<file path="src/hdl/kcal_pkg.sv">
`timescale 1ns / 1ps
// ----------------------------------------------------------------------------
// kcal_pkg
// Shared types and codes for the keyed calibration averager.
// ----------------------------------------------------------------------------
package kcal_pkg;

  localparam logic [2:0] OP_ADD    = 3'd0;
  localparam logic [2:0] OP_UPDATE = 3'd1;
  localparam logic [2:0] OP_DELETE = 3'd2;
  localparam logic [2:0] OP_CLEAR  = 3'd3;
  localparam logic [2:0] OP_QUERY  = 3'd4;
  localparam logic [2:0] OP_FINISH = 3'd5;

  localparam logic [2:0] ST_OK         = 3'd0;
  localparam logic [2:0] ST_ADDR_ZERO  = 3'd1;
  localparam logic [2:0] ST_NOT_FOUND  = 3'd2;
  localparam logic [2:0] ST_CALIBRATED = 3'd3;
  localparam logic [2:0] ST_FULL       = 3'd4;

  localparam logic [7:0] MAX_SAMPLES_RESET = 8'd10;

  typedef struct packed {
    logic [15:0] key;
    logic [39:0] rsum;
    logic [23:0] psum;
    logic [7:0]  cnt;
    logic        cal;
  } entry_t;

  typedef struct packed {
    logic       load_in;
    logic       idx_clr;
    logic       idx_inc;
    logic       rd_en;
    logic       rd_sel_next;
    logic       ent_load;
    logic       wr_add;
    logic       wr_upd;
    logic       wr_shift;
    logic       occ_clr;
    logic       occ_dec;
    logic       fin_set;
    logic       fin_and;
    logic       st_load;
    logic [2:0] st_val;
    logic       rep_set;
    logic       div_start;
    logic       out_load;
  } cmd_t;

  typedef struct packed {
    logic [2:0] op;
    logic       addr_zero;
    logic       full;
    logic       idx_lt_occ;
    logic       nxt_lt_occ;
    logic       key_match;
    logic       rd_cal;
    logic       div_busy;
    logic       out_free;
  } sts_t;

endpackage

</file>
<file path="src/hdl/kcal_ram.sv">
`timescale 1ns / 1ps
// ----------------------------------------------------------------------------
// kcal_ram
// Generic single-write, single-read RAM with registered read data.
// ----------------------------------------------------------------------------
module kcal_ram #(
  parameter int WIDTH = 8,
  parameter int DEPTH = 16
) (
  input  logic                                      clk,
  input  logic                                      we,
  input  logic [((DEPTH > 1) ? $clog2(DEPTH) : 1)-1:0] waddr,
  input  logic [WIDTH-1:0]                          wdata,
  input  logic                                      re,
  input  logic [((DEPTH > 1) ? $clog2(DEPTH) : 1)-1:0] raddr,
  output logic [WIDTH-1:0]                          rdata
);

  logic [WIDTH-1:0] mem [DEPTH];

  always_ff @(posedge clk) begin
    if (we) begin
      mem[waddr] <= wdata;
    end
    if (re) begin
      rdata <= mem[raddr];
    end
  end

endmodule

</file>
<file path="src/hdl/kcal_div.sv">
`timescale 1ns / 1ps
// ----------------------------------------------------------------------------
// kcal_div
// Serial signed-by-unsigned divider, one quotient bit per cycle, truncating.
// ----------------------------------------------------------------------------
module kcal_div #(
  parameter int W = 40
) (
  input  logic         clk,
  input  logic         rst,
  input  logic         start,
  input  logic [W-1:0] dividend,
  input  logic [7:0]   divisor,
  output logic         busy,
  output logic [W-1:0] quotient
);

  localparam int CNTW = $clog2(W + 1);

  logic [W-1:0]    q;
  logic [7:0]      rem;
  logic [7:0]      dv;
  logic            neg;
  logic [CNTW-1:0] cnt;
  logic [8:0]      trial;
  logic            fits;

  assign trial = {rem, q[W-1]};
  assign fits  = trial >= {1'b0, dv};

  always_ff @(posedge clk) begin
    if (rst) begin
      busy <= 1'b0;
      cnt  <= '0;
    end else if (start) begin
      busy <= 1'b1;
      cnt  <= CNTW'(W);
    end else if (busy) begin
      cnt <= cnt - 1'b1;
      if (cnt == CNTW'(1)) begin
        busy <= 1'b0;
      end
    end
  end

  always_ff @(posedge clk) begin
    if (start) begin
      neg <= dividend[W-1];
      q   <= dividend[W-1] ? (~dividend + 1'b1) : dividend;
      rem <= '0;
      dv  <= divisor;
    end else if (busy) begin
      // shift in the next dividend bit and subtract where it fits
      q   <= {q[W-2:0], fits};
      rem <= fits ? 8'(trial - {1'b0, dv}) : trial[7:0];
    end
  end

  assign quotient = neg ? (~q + 1'b1) : q;

endmodule

</file>
<file path="src/hdl/kcal_datapath.sv">
`timescale 1ns / 1ps
// ----------------------------------------------------------------------------
// kcal_datapath
// Entry table, scan index, sample accumulation, dividers and result register.
// ----------------------------------------------------------------------------
module kcal_datapath import kcal_pkg::*; #(
  parameter int NUM_ENTRIES = 16
) (
  input  logic               clk,
  input  logic               rst,
  input  logic [2:0]         op,
  input  logic [15:0]        anchor_address,
  input  logic signed [31:0] range_sample,
  input  logic signed [15:0] dbm_sample,
  input  logic [15:0]        expected_anchors,
  input  logic               cfg_wr_en,
  input  logic [7:0]         cfg_wr_data,
  input  cmd_t               cmd,
  output sts_t               sts,
  output logic               out_valid,
  input  logic               out_stall,
  output logic [2:0]         status,
  output logic signed [31:0] average_range,
  output logic signed [15:0] average_dbm,
  output logic [7:0]         sample_count,
  output logic               calibrated,
  output logic               finished,
  output logic [4:0]         entry_count
);

  localparam int IW = (NUM_ENTRIES > 1) ? $clog2(NUM_ENTRIES) : 1;
  localparam int CW = $clog2(NUM_ENTRIES + 1);
  localparam int EW = $bits(entry_t);

  logic [2:0]    op_q;
  logic [15:0]   addr_q;
  logic [31:0]   rs_q;
  logic [15:0]   ds_q;
  logic [15:0]   exp_q;
  logic [7:0]    max_samples;
  logic [CW-1:0] occ;
  logic [CW-1:0] idx;
  logic [CW:0]   idx_nxt;
  entry_t        ent;
  entry_t        rd_ent;
  entry_t        upd;
  entry_t        wr_ent;
  logic [EW-1:0] rd_word;
  logic [IW-1:0] rd_addr;
  logic [IW-1:0] wr_addr;
  logic          we;
  logic [2:0]    st_q;
  logic          rep;
  logic          fin;
  logic          busy_r;
  logic          busy_p;
  logic [39:0]   q_r;
  logic [23:0]   q_p;
  logic [CW+15:0] occ_w16;
  logic [CW+4:0]  occ_w5;
  logic           exp_ok;

  assign idx_nxt = {1'b0, idx} + 1'b1;
  assign rd_ent  = entry_t'(rd_word);

  always_comb begin
    upd.key  = rd_ent.key;
    upd.rsum = rd_ent.rsum + {{8{rs_q[31]}}, rs_q};
    upd.psum = rd_ent.psum + {{8{ds_q[15]}}, ds_q};
    upd.cnt  = rd_ent.cnt + 8'd1;
    upd.cal  = (rd_ent.cnt + 8'd1) >= max_samples;
  end

  always_comb begin
    wr_ent = rd_ent;
    if (cmd.wr_add) begin
      wr_ent     = '0;
      wr_ent.key = addr_q;
    end else if (cmd.wr_upd) begin
      wr_ent = upd;
    end
  end

  assign we      = cmd.wr_add | cmd.wr_upd | cmd.wr_shift;
  assign wr_addr = cmd.wr_add ? occ[IW-1:0] : idx[IW-1:0];
  assign rd_addr = cmd.rd_sel_next ? idx_nxt[IW-1:0] : idx[IW-1:0];

  kcal_ram #(
    .WIDTH (EW),
    .DEPTH (NUM_ENTRIES)
  ) u_table (
    .clk   (clk),
    .we    (we),
    .waddr (wr_addr),
    .wdata (wr_ent),
    .re    (cmd.rd_en),
    .raddr (rd_addr),
    .rdata (rd_word)
  );

  kcal_div #(.W(40)) u_div_range (
    .clk      (clk),
    .rst      (rst),
    .start    (cmd.div_start),
    .dividend (ent.rsum),
    .divisor  (ent.cnt),
    .busy     (busy_r),
    .quotient (q_r)
  );

  kcal_div #(.W(24)) u_div_power (
    .clk      (clk),
    .rst      (rst),
    .start    (cmd.div_start),
    .dividend (ent.psum),
    .divisor  (ent.cnt),
    .busy     (busy_p),
    .quotient (q_p)
  );

  // control registers
  always_ff @(posedge clk) begin
    if (rst) begin
      max_samples <= MAX_SAMPLES_RESET;
      occ         <= '0;
      out_valid   <= 1'b0;
    end else begin
      if (cfg_wr_en) begin
        max_samples <= cfg_wr_data;
      end
      if (cmd.occ_clr) begin
        occ <= '0;
      end else if (cmd.wr_add) begin
        occ <= occ + 1'b1;
      end else if (cmd.occ_dec) begin
        occ <= occ - 1'b1;
      end
      if (cmd.out_load) begin
        out_valid <= 1'b1;
      end else if (!out_stall) begin
        out_valid <= 1'b0;
      end
    end
  end

  // payload registers
  always_ff @(posedge clk) begin
    if (cmd.load_in) begin
      op_q   <= op;
      addr_q <= anchor_address;
      rs_q   <= range_sample;
      ds_q   <= dbm_sample;
      exp_q  <= expected_anchors;
      st_q   <= ST_OK;
      rep    <= 1'b0;
    end else begin
      if (cmd.st_load) begin
        st_q <= cmd.st_val;
      end
      if (cmd.rep_set) begin
        rep <= 1'b1;
      end
    end
    if (cmd.idx_clr) begin
      idx <= '0;
    end else if (cmd.idx_inc) begin
      idx <= idx_nxt[CW-1:0];
    end
    if (cmd.wr_upd) begin
      ent <= upd;
    end else if (cmd.ent_load) begin
      ent <= rd_ent;
    end
    if (cmd.fin_set) begin
      fin <= occ != '0;
    end else if (cmd.fin_and) begin
      fin <= fin & rd_ent.cal;
    end
  end

  assign occ_w16 = {16'b0, occ};
  assign occ_w5  = {5'b0, occ};
  assign exp_ok  = (exp_q == 16'd0) || (occ_w16 == {{CW{1'b0}}, exp_q});

  always_ff @(posedge clk) begin
    if (cmd.out_load) begin
      status        <= st_q;
      average_range <= (rep && ent.cnt != 8'd0) ? $signed(q_r[31:0]) : 32'sd0;
      average_dbm   <= (rep && ent.cnt != 8'd0) ? $signed(q_p[15:0]) : 16'sd0;
      sample_count  <= rep ? ent.cnt : 8'd0;
      calibrated    <= rep & ent.cal;
      finished      <= (op_q == OP_FINISH) & fin & exp_ok;
      entry_count   <= occ_w5[4:0];
    end
  end

  assign sts.op         = op_q;
  assign sts.addr_zero  = addr_q == 16'd0;
  assign sts.full       = occ >= CW'(NUM_ENTRIES);
  assign sts.idx_lt_occ = idx < occ;
  assign sts.nxt_lt_occ = idx_nxt < {1'b0, occ};
  assign sts.key_match  = rd_ent.key == addr_q;
  assign sts.rd_cal     = rd_ent.cal;
  assign sts.div_busy   = busy_r | busy_p;
  assign sts.out_free   = !out_valid || !out_stall;

endmodule

</file>
<file path="src/hdl/kcal_ctrl.sv">
`timescale 1ns / 1ps
// ----------------------------------------------------------------------------
// kcal_ctrl
// Sequencer for table scans, update, delete shifting and division.
// ----------------------------------------------------------------------------
module kcal_ctrl import kcal_pkg::*; (
  input  logic clk,
  input  logic rst,
  input  logic in_valid,
  output logic in_stall,
  input  sts_t sts,
  output cmd_t cmd
);

  typedef enum logic [8:0] {
    S_IDLE     = 9'b000000001,
    S_DECODE   = 9'b000000010,
    S_READ     = 9'b000000100,
    S_CHECK    = 9'b000001000,
    S_DEL_RD   = 9'b000010000,
    S_DEL_WR   = 9'b000100000,
    S_DIV_GO   = 9'b001000000,
    S_DIV_WAIT = 9'b010000000,
    S_DONE     = 9'b100000000
  } state_t;

  state_t state;
  state_t state_next;

  assign in_stall = state != S_IDLE;

  always_ff @(posedge clk) begin
    if (rst) begin
      state <= S_IDLE;
    end else begin
      state <= state_next;
    end
  end

  always_comb begin
    cmd        = '0;
    state_next = state;
    unique case (state)
      S_IDLE: begin
        if (in_valid) begin
          cmd.load_in = 1'b1;
          state_next  = S_DECODE;
        end
      end
      S_DECODE: begin
        state_next = S_DONE;
        unique case (sts.op)
          OP_ADD: begin
            if (sts.full) begin
              cmd.st_load = 1'b1;
              cmd.st_val  = ST_FULL;
            end else begin
              cmd.wr_add = 1'b1;
            end
          end
          OP_CLEAR: cmd.occ_clr = 1'b1;
          OP_UPDATE, OP_DELETE, OP_QUERY: begin
            if (sts.addr_zero) begin
              cmd.st_load = 1'b1;
              cmd.st_val  = ST_ADDR_ZERO;
            end else begin
              cmd.idx_clr = 1'b1;
              state_next  = S_READ;
            end
          end
          OP_FINISH: begin
            cmd.fin_set = 1'b1;
            cmd.idx_clr = 1'b1;
            state_next  = S_READ;
          end
          default: ;
        endcase
      end
      S_READ: begin
        if (sts.idx_lt_occ) begin
          cmd.rd_en  = 1'b1;
          state_next = S_CHECK;
        end else begin
          if (sts.op != OP_FINISH) begin
            cmd.st_load = 1'b1;
            cmd.st_val  = ST_NOT_FOUND;
          end
          state_next = S_DONE;
        end
      end
      S_CHECK: begin
        if (sts.op == OP_FINISH) begin
          cmd.fin_and = 1'b1;
          cmd.idx_inc = 1'b1;
          state_next  = S_READ;
        end else if (sts.key_match) begin
          cmd.ent_load = 1'b1;
          cmd.rep_set  = 1'b1;
          state_next   = S_DIV_GO;
          if (sts.op == OP_UPDATE) begin
            if (sts.rd_cal) begin
              cmd.st_load = 1'b1;
              cmd.st_val  = ST_CALIBRATED;
            end else begin
              cmd.wr_upd = 1'b1;
            end
          end else if (sts.op == OP_DELETE) begin
            state_next = S_DEL_RD;
          end
        end else begin
          cmd.idx_inc = 1'b1;
          state_next  = S_READ;
        end
      end
      S_DEL_RD: begin
        if (sts.nxt_lt_occ) begin
          cmd.rd_en       = 1'b1;
          cmd.rd_sel_next = 1'b1;
          state_next      = S_DEL_WR;
        end else begin
          cmd.occ_dec = 1'b1;
          state_next  = S_DIV_GO;
        end
      end
      S_DEL_WR: begin
        cmd.wr_shift = 1'b1;
        cmd.idx_inc  = 1'b1;
        state_next   = S_DEL_RD;
      end
      S_DIV_GO: begin
        cmd.div_start = 1'b1;
        state_next    = S_DIV_WAIT;
      end
      S_DIV_WAIT: begin
        if (!sts.div_busy) begin
          state_next = S_DONE;
        end
      end
      S_DONE: begin
        if (sts.out_free) begin
          cmd.out_load = 1'b1;
          state_next   = S_IDLE;
        end
      end
      default: state_next = S_IDLE;
    endcase
  end

endmodule

</file>
<file path="src/hdl/keyed_calibration_averager_unit.sv">
`timescale 1ns / 1ps
// ----------------------------------------------------------------------------
// keyed_calibration_averager_unit
// Insertion-ordered anchor table with per-entry sample averaging.
// ----------------------------------------------------------------------------
// Input channel: in_valid / in_stall with op and its operand fields; a
// transfer happens when in_valid is high and in_stall is low. One item is
// worked on at a time, so in_stall stays high from the cycle after a transfer
// until that item's result is in the output register.
// Output channel: out_valid / out_stall with one result per item, held in an
// output register; the next item may be taken while it waits.
// Sequence: add, clear and undefined ops go from decode straight to the
// output register. Lookups scan the table entry by entry (read port, then
// compare); delete then shifts each later entry down (read, then write).
// Reporting an entry runs the serial dividers (40-bit range sum, one bit a
// cycle). The worst case is a delete with a full table.
// Finished check scans every entry.
// Reset: empties the table (occupancy only; no clearing pass), sets
// max_samples to 10 and drops any pending result.
// A stalled receiver holds the result; the block finishes its current item
// and waits with it until the output register frees.
// ----------------------------------------------------------------------------
module keyed_calibration_averager_unit import kcal_pkg::*; #(
  parameter int NUM_ENTRIES = 16
) (
  input  logic               clk,
  input  logic               rst,
  input  logic               in_valid,
  output logic               in_stall,
  input  logic [2:0]         op,
  input  logic [15:0]        anchor_address,
  input  logic signed [31:0] range_sample,
  input  logic signed [15:0] dbm_sample,
  input  logic [15:0]        expected_anchors,
  input  logic               cfg_wr_en,
  input  logic [7:0]         cfg_wr_data,
  output logic               out_valid,
  input  logic               out_stall,
  output logic [2:0]         status,
  output logic signed [31:0] average_range,
  output logic signed [15:0] average_dbm,
  output logic [7:0]         sample_count,
  output logic               calibrated,
  output logic               finished,
  output logic [4:0]         entry_count
);

  cmd_t cmd;
  sts_t sts;

  // sequencer: decides each step from datapath flags
  kcal_ctrl u_ctrl (
    .clk      (clk),
    .rst      (rst),
    .in_valid (in_valid),
    .in_stall (in_stall),
    .sts      (sts),
    .cmd      (cmd)
  );

  // table memory, accumulation, dividers and result register
  kcal_datapath #(
    .NUM_ENTRIES (NUM_ENTRIES)
  ) u_dp (
    .clk              (clk),
    .rst              (rst),
    .op               (op),
    .anchor_address   (anchor_address),
    .range_sample     (range_sample),
    .dbm_sample       (dbm_sample),
    .expected_anchors (expected_anchors),
    .cfg_wr_en        (cfg_wr_en),
    .cfg_wr_data      (cfg_wr_data),
    .cmd              (cmd),
    .sts              (sts),
    .out_valid        (out_valid),
    .out_stall        (out_stall),
    .status           (status),
    .average_range    (average_range),
    .average_dbm      (average_dbm),
    .sample_count     (sample_count),
    .calibrated       (calibrated),
    .finished         (finished),
    .entry_count      (entry_count)
  );

  // an accepted item keeps the input side closed on the next cycle
  a_busy_after_transfer: assert property (@(posedge clk) disable iff (rst)
    (in_valid && !in_stall) |=> in_stall)
    else $error("input taken while previous item still in progress");

  // error results never report entry fields
  a_error_no_entry: assert property (@(posedge clk) disable iff (rst)
    (out_valid && (status == ST_ADDR_ZERO || status == ST_NOT_FOUND ||
                   status == ST_FULL))
    |-> (sample_count == 8'd0 && !calibrated && average_range == 32'sd0 &&
         average_dbm == 16'sd0))
    else $error("entry fields set on an error result");

  // a refused update reports a calibrated entry
  a_refused_is_calibrated: assert property (@(posedge clk) disable iff (rst)
    (out_valid && status == ST_CALIBRATED) |-> calibrated)
    else $error("already-calibrated status without calibrated mark");

  // finished only comes from the check, which reports no entry
  a_finished_clean: assert property (@(posedge clk) disable iff (rst)
    (out_valid && finished) |-> (status == ST_OK && sample_count == 8'd0))
    else $error("finished flag on a non-check result");

endmodule
</file>
<file path="config.mk">
export PLATFORM = sky130hd
export DESIGN_NAME = keyed_calibration_averager_unit
export DESIGN_NICKNAME = d
export VERILOG_FILES = /design/src/hdl/kcal_pkg.sv /design/src/hdl/kcal_ram.sv /design/src/hdl/kcal_div.sv /design/src/hdl/kcal_datapath.sv /design/src/hdl/kcal_ctrl.sv /design/src/hdl/keyed_calibration_averager_unit.sv
export SDC_FILE = /design/constraint.sdc
export NUM_CORES = 2
export LEC_CHECK = 0
export ABC_AREA = 1
export ABC_CLOCK_PERIOD_IN_PS = 15200
export BUFFER_PORTS_ARGS = -buffer_cell sky130_fd_sc_hd__buf_2
export CORE_AREA = 3 3 425 427
export DETAILED_ROUTE_END_ITERATION = 8
export DIE_AREA = 0 0 428 430
export GPL_TIMING_DRIVEN = 0
export PLACE_DENSITY = 0.66
export SLEW_MARGIN = 15
export SYNTH_ARGS = -nofsm -noshare
export SYNTH_HDL_FRONTEND = slang
export SYNTH_HIERARCHICAL = 1
export SYNTH_SLANG_ARGS = --single-unit
</file>
<file path="constraint.sdc">
create_clock -name clk -period 15.2 [get_ports clk]
set_clock_uncertainty 0.1 [all_clocks]
set_input_delay 0.76 -clock clk [delete_from_list [all_inputs] [get_ports clk]]
set_output_delay 0.76 -clock clk [all_outputs]
set_load 0.05 [all_outputs]
</file>
## Yosys cells after proc, flatten, opt, wreduce, memory -nomap -nowiden

Memories as Yosys holds them, arrays and structs flattened. A register that Yosys moved wholly into a read port is not among the register bits.
Index checks and enable logic that the tools add are counted.

- Equal/unequal tests: 24
- Add/sub/neg operators: 14
- Magnitude comparators: 6
- Reduce and logical (&&, ||, !) cells: 19
- Bitwise logic cells: 11
- Mux-type cells: 91

Operators by type and width:

| operator | number |
|---|---|
| $mux W73 | 3 |
| $mux W40 | 3 |
| $mux W89 | 1 |
| $pmux W9 S9 | 1 |
| $mux W24 | 3 |
| $mux W9 | 8 |
| $mux W1 | 43 |
| $add A40 B1 Y40 const B | 1 |
| $add A40 B40 Y40 | 1 |
| $not A40 Y40 | 1 |
| $add A32 B1 Y32 const B | 1 |
| $logic_not A16 Y1 | 2 |
| $mux W32 | 1 |
| $mux W4 | 8 |
| $not A32 Y32 | 1 |
| $mux W5 | 6 |
| $add A24 B1 Y24 const B | 1 |
| $add A24 B24 Y24 | 1 |
| $not A24 Y24 | 1 |
| $ge A9 B8 Y1 | 2 |
| $pmux W9 S2 | 1 |
| $add A16 B1 Y16 const B | 1 |
| $eq A16 B16 Y1 | 1 |
| $eq A5 B16 Y1 | 1 |
| other kinds (49) | 72 |

- Output and inout bits: 68
- Memories: 1
- Flip-flop bits (word level): 358
- Word-level logic and storage cells: 203
- Memory bits (writable): 1424

Memories:

| name | depth | width | rd ports | clocked after memory_dff | wr ports | line | text |
|---|---|---|---|---|---|---|---|
| u_dp.u_table.mem | 16 | 89 | 1 | 1 | 1 | kcal_ram.sv:19 | `logic [WIDTH-1:0] mem [DEPTH];` |

## Depth between registers and ports, before layout

- Word-level depth: 9
- Gate-level depth with buffers: 20
- Mapped depth without buffers: 18

## Hierarchy

Netlist, hierarchy kept.

By module, submodules not included:

| module | cells each | area each (µm²) | instances |
|---|---|---|---|
| kcal_ram | 5843 | 63412.1 | 1 |
| kcal_datapath | 1878 | 15054.4 | 1 |
| kcal_div at u_dp.u_div_range | 773 | 5397.7 | 1 |
| kcal_div at u_dp.u_div_power | 527 | 3698.5 | 1 |
| kcal_ctrl | 153 | 922.1 | 1 |

## Worst setup path before layout

Ideal clock, no wire load.

- Path type: input-to-reg
- Start point: input out_stall
- End point: register u_dp.average_dbm[0], enable pin
- Arrival: 7296 ps
- Setup time: 656 ps
- Buffers on the path: 0
- Setup slack: 7148 ps
- Stages on the path: 3
- Path through: nand2_1 -> inv_1 -> nor4_1

RTL lines:

| what | line | text |
|---|---|---|
| start: declaration | keyed_calibration_averager_unit.sv:38 | `input logic out_stall,` |
| end signal: assignment | kcal_datapath.sv:189 | `average_dbm <= (rep && ent.cnt != 8'd0) ? $signed(q_p[15:0]) : 16'sd0;` |
| end: declaration | kcal_datapath.sv:24 | `output logic signed [15:0] average_dbm,` |

==> run_results.csv <==
group,metric,value,unit
outcome,outcome,"finished, final reports clean",
clock_network,cts_tree,"yes",
floorplanning,core-area,176000,um^2
clock_network,cts_buffer_depth,3,
logic_synthesis,syn_area,87900,um^2
grt,grt_max_degree,49,
layout,final_area,101000,um^2
layout,fillCellCount,14797,
layout,drive_above_1_share,0.104,
layout,fin_cells,12093,
timing,setup_violations,0,
hold_path,hp-class,"primary input to register",
detailed_routing,drc,0,
floorplanning,die-height,430,um
critical_path,critPathRequiredTime,15.65,ns
grt,antenna_found_initial,17,
layout,layout.nets,9792,
clock_network,path_clk_slew,0.06,ns
detailed_routing,post_drt_wl_per_cell,21.3,um
critical_path,arrival,6.35,ns
placement,pre_cts_ws,9.51,ns
critical_path,crit_type,"register to register",
floorplanning,rows,154,
layout,final_cell_mix,"nand2_1 (2,750), edfxtp_1 (1,818), inv_1 (1,542)",
detailed_routing,num_vias,64278,
detailed_routing,ant_nets,0,
floorplanning,die_w,428,um
pwr,p_leak,43.3,nW
clock_network,clkLatencyLatePin,0.86,ns
clock_network,cts-buffers-inserted,194,
timing,layout_setup_ws,9.31,ns
floorplanning,dieArea,184000,um^2
clock_network,cts_resized,0,
critical_path,critPathCaptureType,"register",
timing,fin_crit,5.89,ns
critical_path,ff2ff_setup_slack,9.31,ns
critical_path,cp-start-kind,"register",
logic_synthesis,synthesis.nets,9249,
hold_path,hp-start,"cfg_wr_data[0]",
detailed_routing,dr.pass1.iters,6,
critical_path,rr_endpoint,"u_dp/u_table/rdata[67]",
placement,place_area,93700,um^2
hold_path,min_to,"u_dp/max_samples[0]",
timing,rsz0062_at_grt,"no",
clock_network,ctsRootBufferMaster,"clkbuf_16",
grt,grt_use_total,0.274,
layout,syn_to_final_growth,14.7,%
pwr,vdd_drop_max,0.170,mV
layout,final_common_cell,"nand2_1",
critical_path,ff2ff_path_depth,18,
pwr,p_per_area,149,nW/um^2
layout,seq_area,55800,um^2
run,cap_viol_max_count,0,
detailed_routing,drt_iter0_markers,6805,
pwr,total_power,15.0,mW
grt,grt_pass1_vias,61066,
floorplanning,start_util,0.498,
placement,place.gp.congestion,0.900,
critical_path,regToRegStartpoint,"u_dp/idx[0]",
detailed_routing,wl,257,mm
grt,grt-ovfl-total,0,
layout,post-route-util,0.571,
floorplanning,io_pins,164,
logic_synthesis,avgSynthCellArea,9.72,um^2
detailed_routing,viasPerCell,5.32,
clock_network,h-tree-depth,4,
placement,dp.cells,11643,
hold_path,whs_path_depth,3,
timing,max_freq,170,MHz
logic_synthesis,yosys_warnings,6,
timing,hold_viol_final,0,
timing,whs,0.0553,ns
timing,slew_headroom,0.129,
timing,worstMarginPinSlew,1.27,ns
grt,grt_pass1_wl,378,mm
layout,multi_input_area,24700,um^2
logic_synthesis,synth_cells,9041,
timing,finalSetupTns,0,ns
placement,dp_hpwl,184,mm
critical_path,critPathMaxFanout,10,
placement,port_buffers,163,
clock_network,cts_sinks,1879,
timing,report.final.slew_viol_count,0,
timing,period_share,0.388,
## flip-flops by register name, indices dropped and copies added, names as in the netlist, 6 cells and up
register,cells
u_dp/u_div_power/rem,8
u_dp/u_table/mem,1424
u_dp/u_table/rdata,89
u_dp/average_range,32
u_dp/max_samples,8
u_dp/u_div_power/dv,8
u_dp/ent,73
u_dp/exp_q,16
u_dp/u_div_range/cnt,6
u_dp/addr_q,16
u_dp/ds_q,16
u_dp/sample_count,8
u_dp/rs_q,32
u_dp/average_dbm,16
u_ctrl/state,9
u_dp/u_div_range/dv,8
u_dp/u_div_range/q,40
u_dp/u_div_power/q,24
u_dp/u_div_range/rem,8
## where the power goes
group	switching (mW)	internal, mW
clock network	2.01	2.56
logic	3.36	1.24
registers	0.0718	5.80
## layer usage
metal  vias to the layer above  wire (um)  global-route usage
met3                       475      23400              0.0494
met5                         -         88                   0
met4                         8       9630               0.106
met1                     30426     104000               0.365
met2                      2876     120000               0.448
li1                      30493          -                   -
## layout make-up
class | count | area share
Sequential cell | 1879 | 0.554
Multi-Input combinational cell | 5230 | 0.245
Clock buffer | 237 | 0.0501
Tap cell | 2340 | 0.0290
Clock inverter | 118 | 0.0105
Timing Repair Buffer | 347 | 0.0348
Antenna cell | 10 | 0.000248
Buffer | 365 | 0.0179
Inverter | 1567 | 0.0584
## critical path, cell delays in order, from the launching register on
cell and delay, ns:
dfxtp_1 0.47, ha_1 0.23, xor2_1 0.27, ha_1 0.29, inv_1 0.05, nor2_1 0.03
o21ai_0 0.17, nand2_1 0.08, a211oi_1 0.46, inv_1 0.08, nor2_1 0.61, nand2_1 0.10
o21ai_0 0.10, buf_2 0.58, buf_2 0.59, buf_1 0.79, nand3_1 0.19, nand3_1 0.16
nand2_1 0.20
## worst max path at each step
stage / to / start / depth (start not counted) / slack (ns)
CTS: u_dp/u_table/mem[12][4] / u_dp/addr_q[0] / 12 / 9.45
finish: u_dp/u_table/rdata[67] / u_dp/idx[0] / 18 / 9.31
detailed placement: u_dp/u_table/mem[14][4] / u_dp/addr_q[0] / 12 / 9.51
global placement: u_dp/u_table/mem[15][10] / u_dp/addr_q[0] / 11 / 0.23
global route: u_dp/u_table/rdata[68] / u_dp/idx[0] / 18 / 8.89
floorplan: u_dp/average_dbm[0] / out_stall / 3 / 7.15
## what timing repair did
action	in CTS	in global routing
buffers inserted	0	0
hold buffers	83	0
endpoints found under the hold margin	83	0
Power figures use the tool's default switching activity.
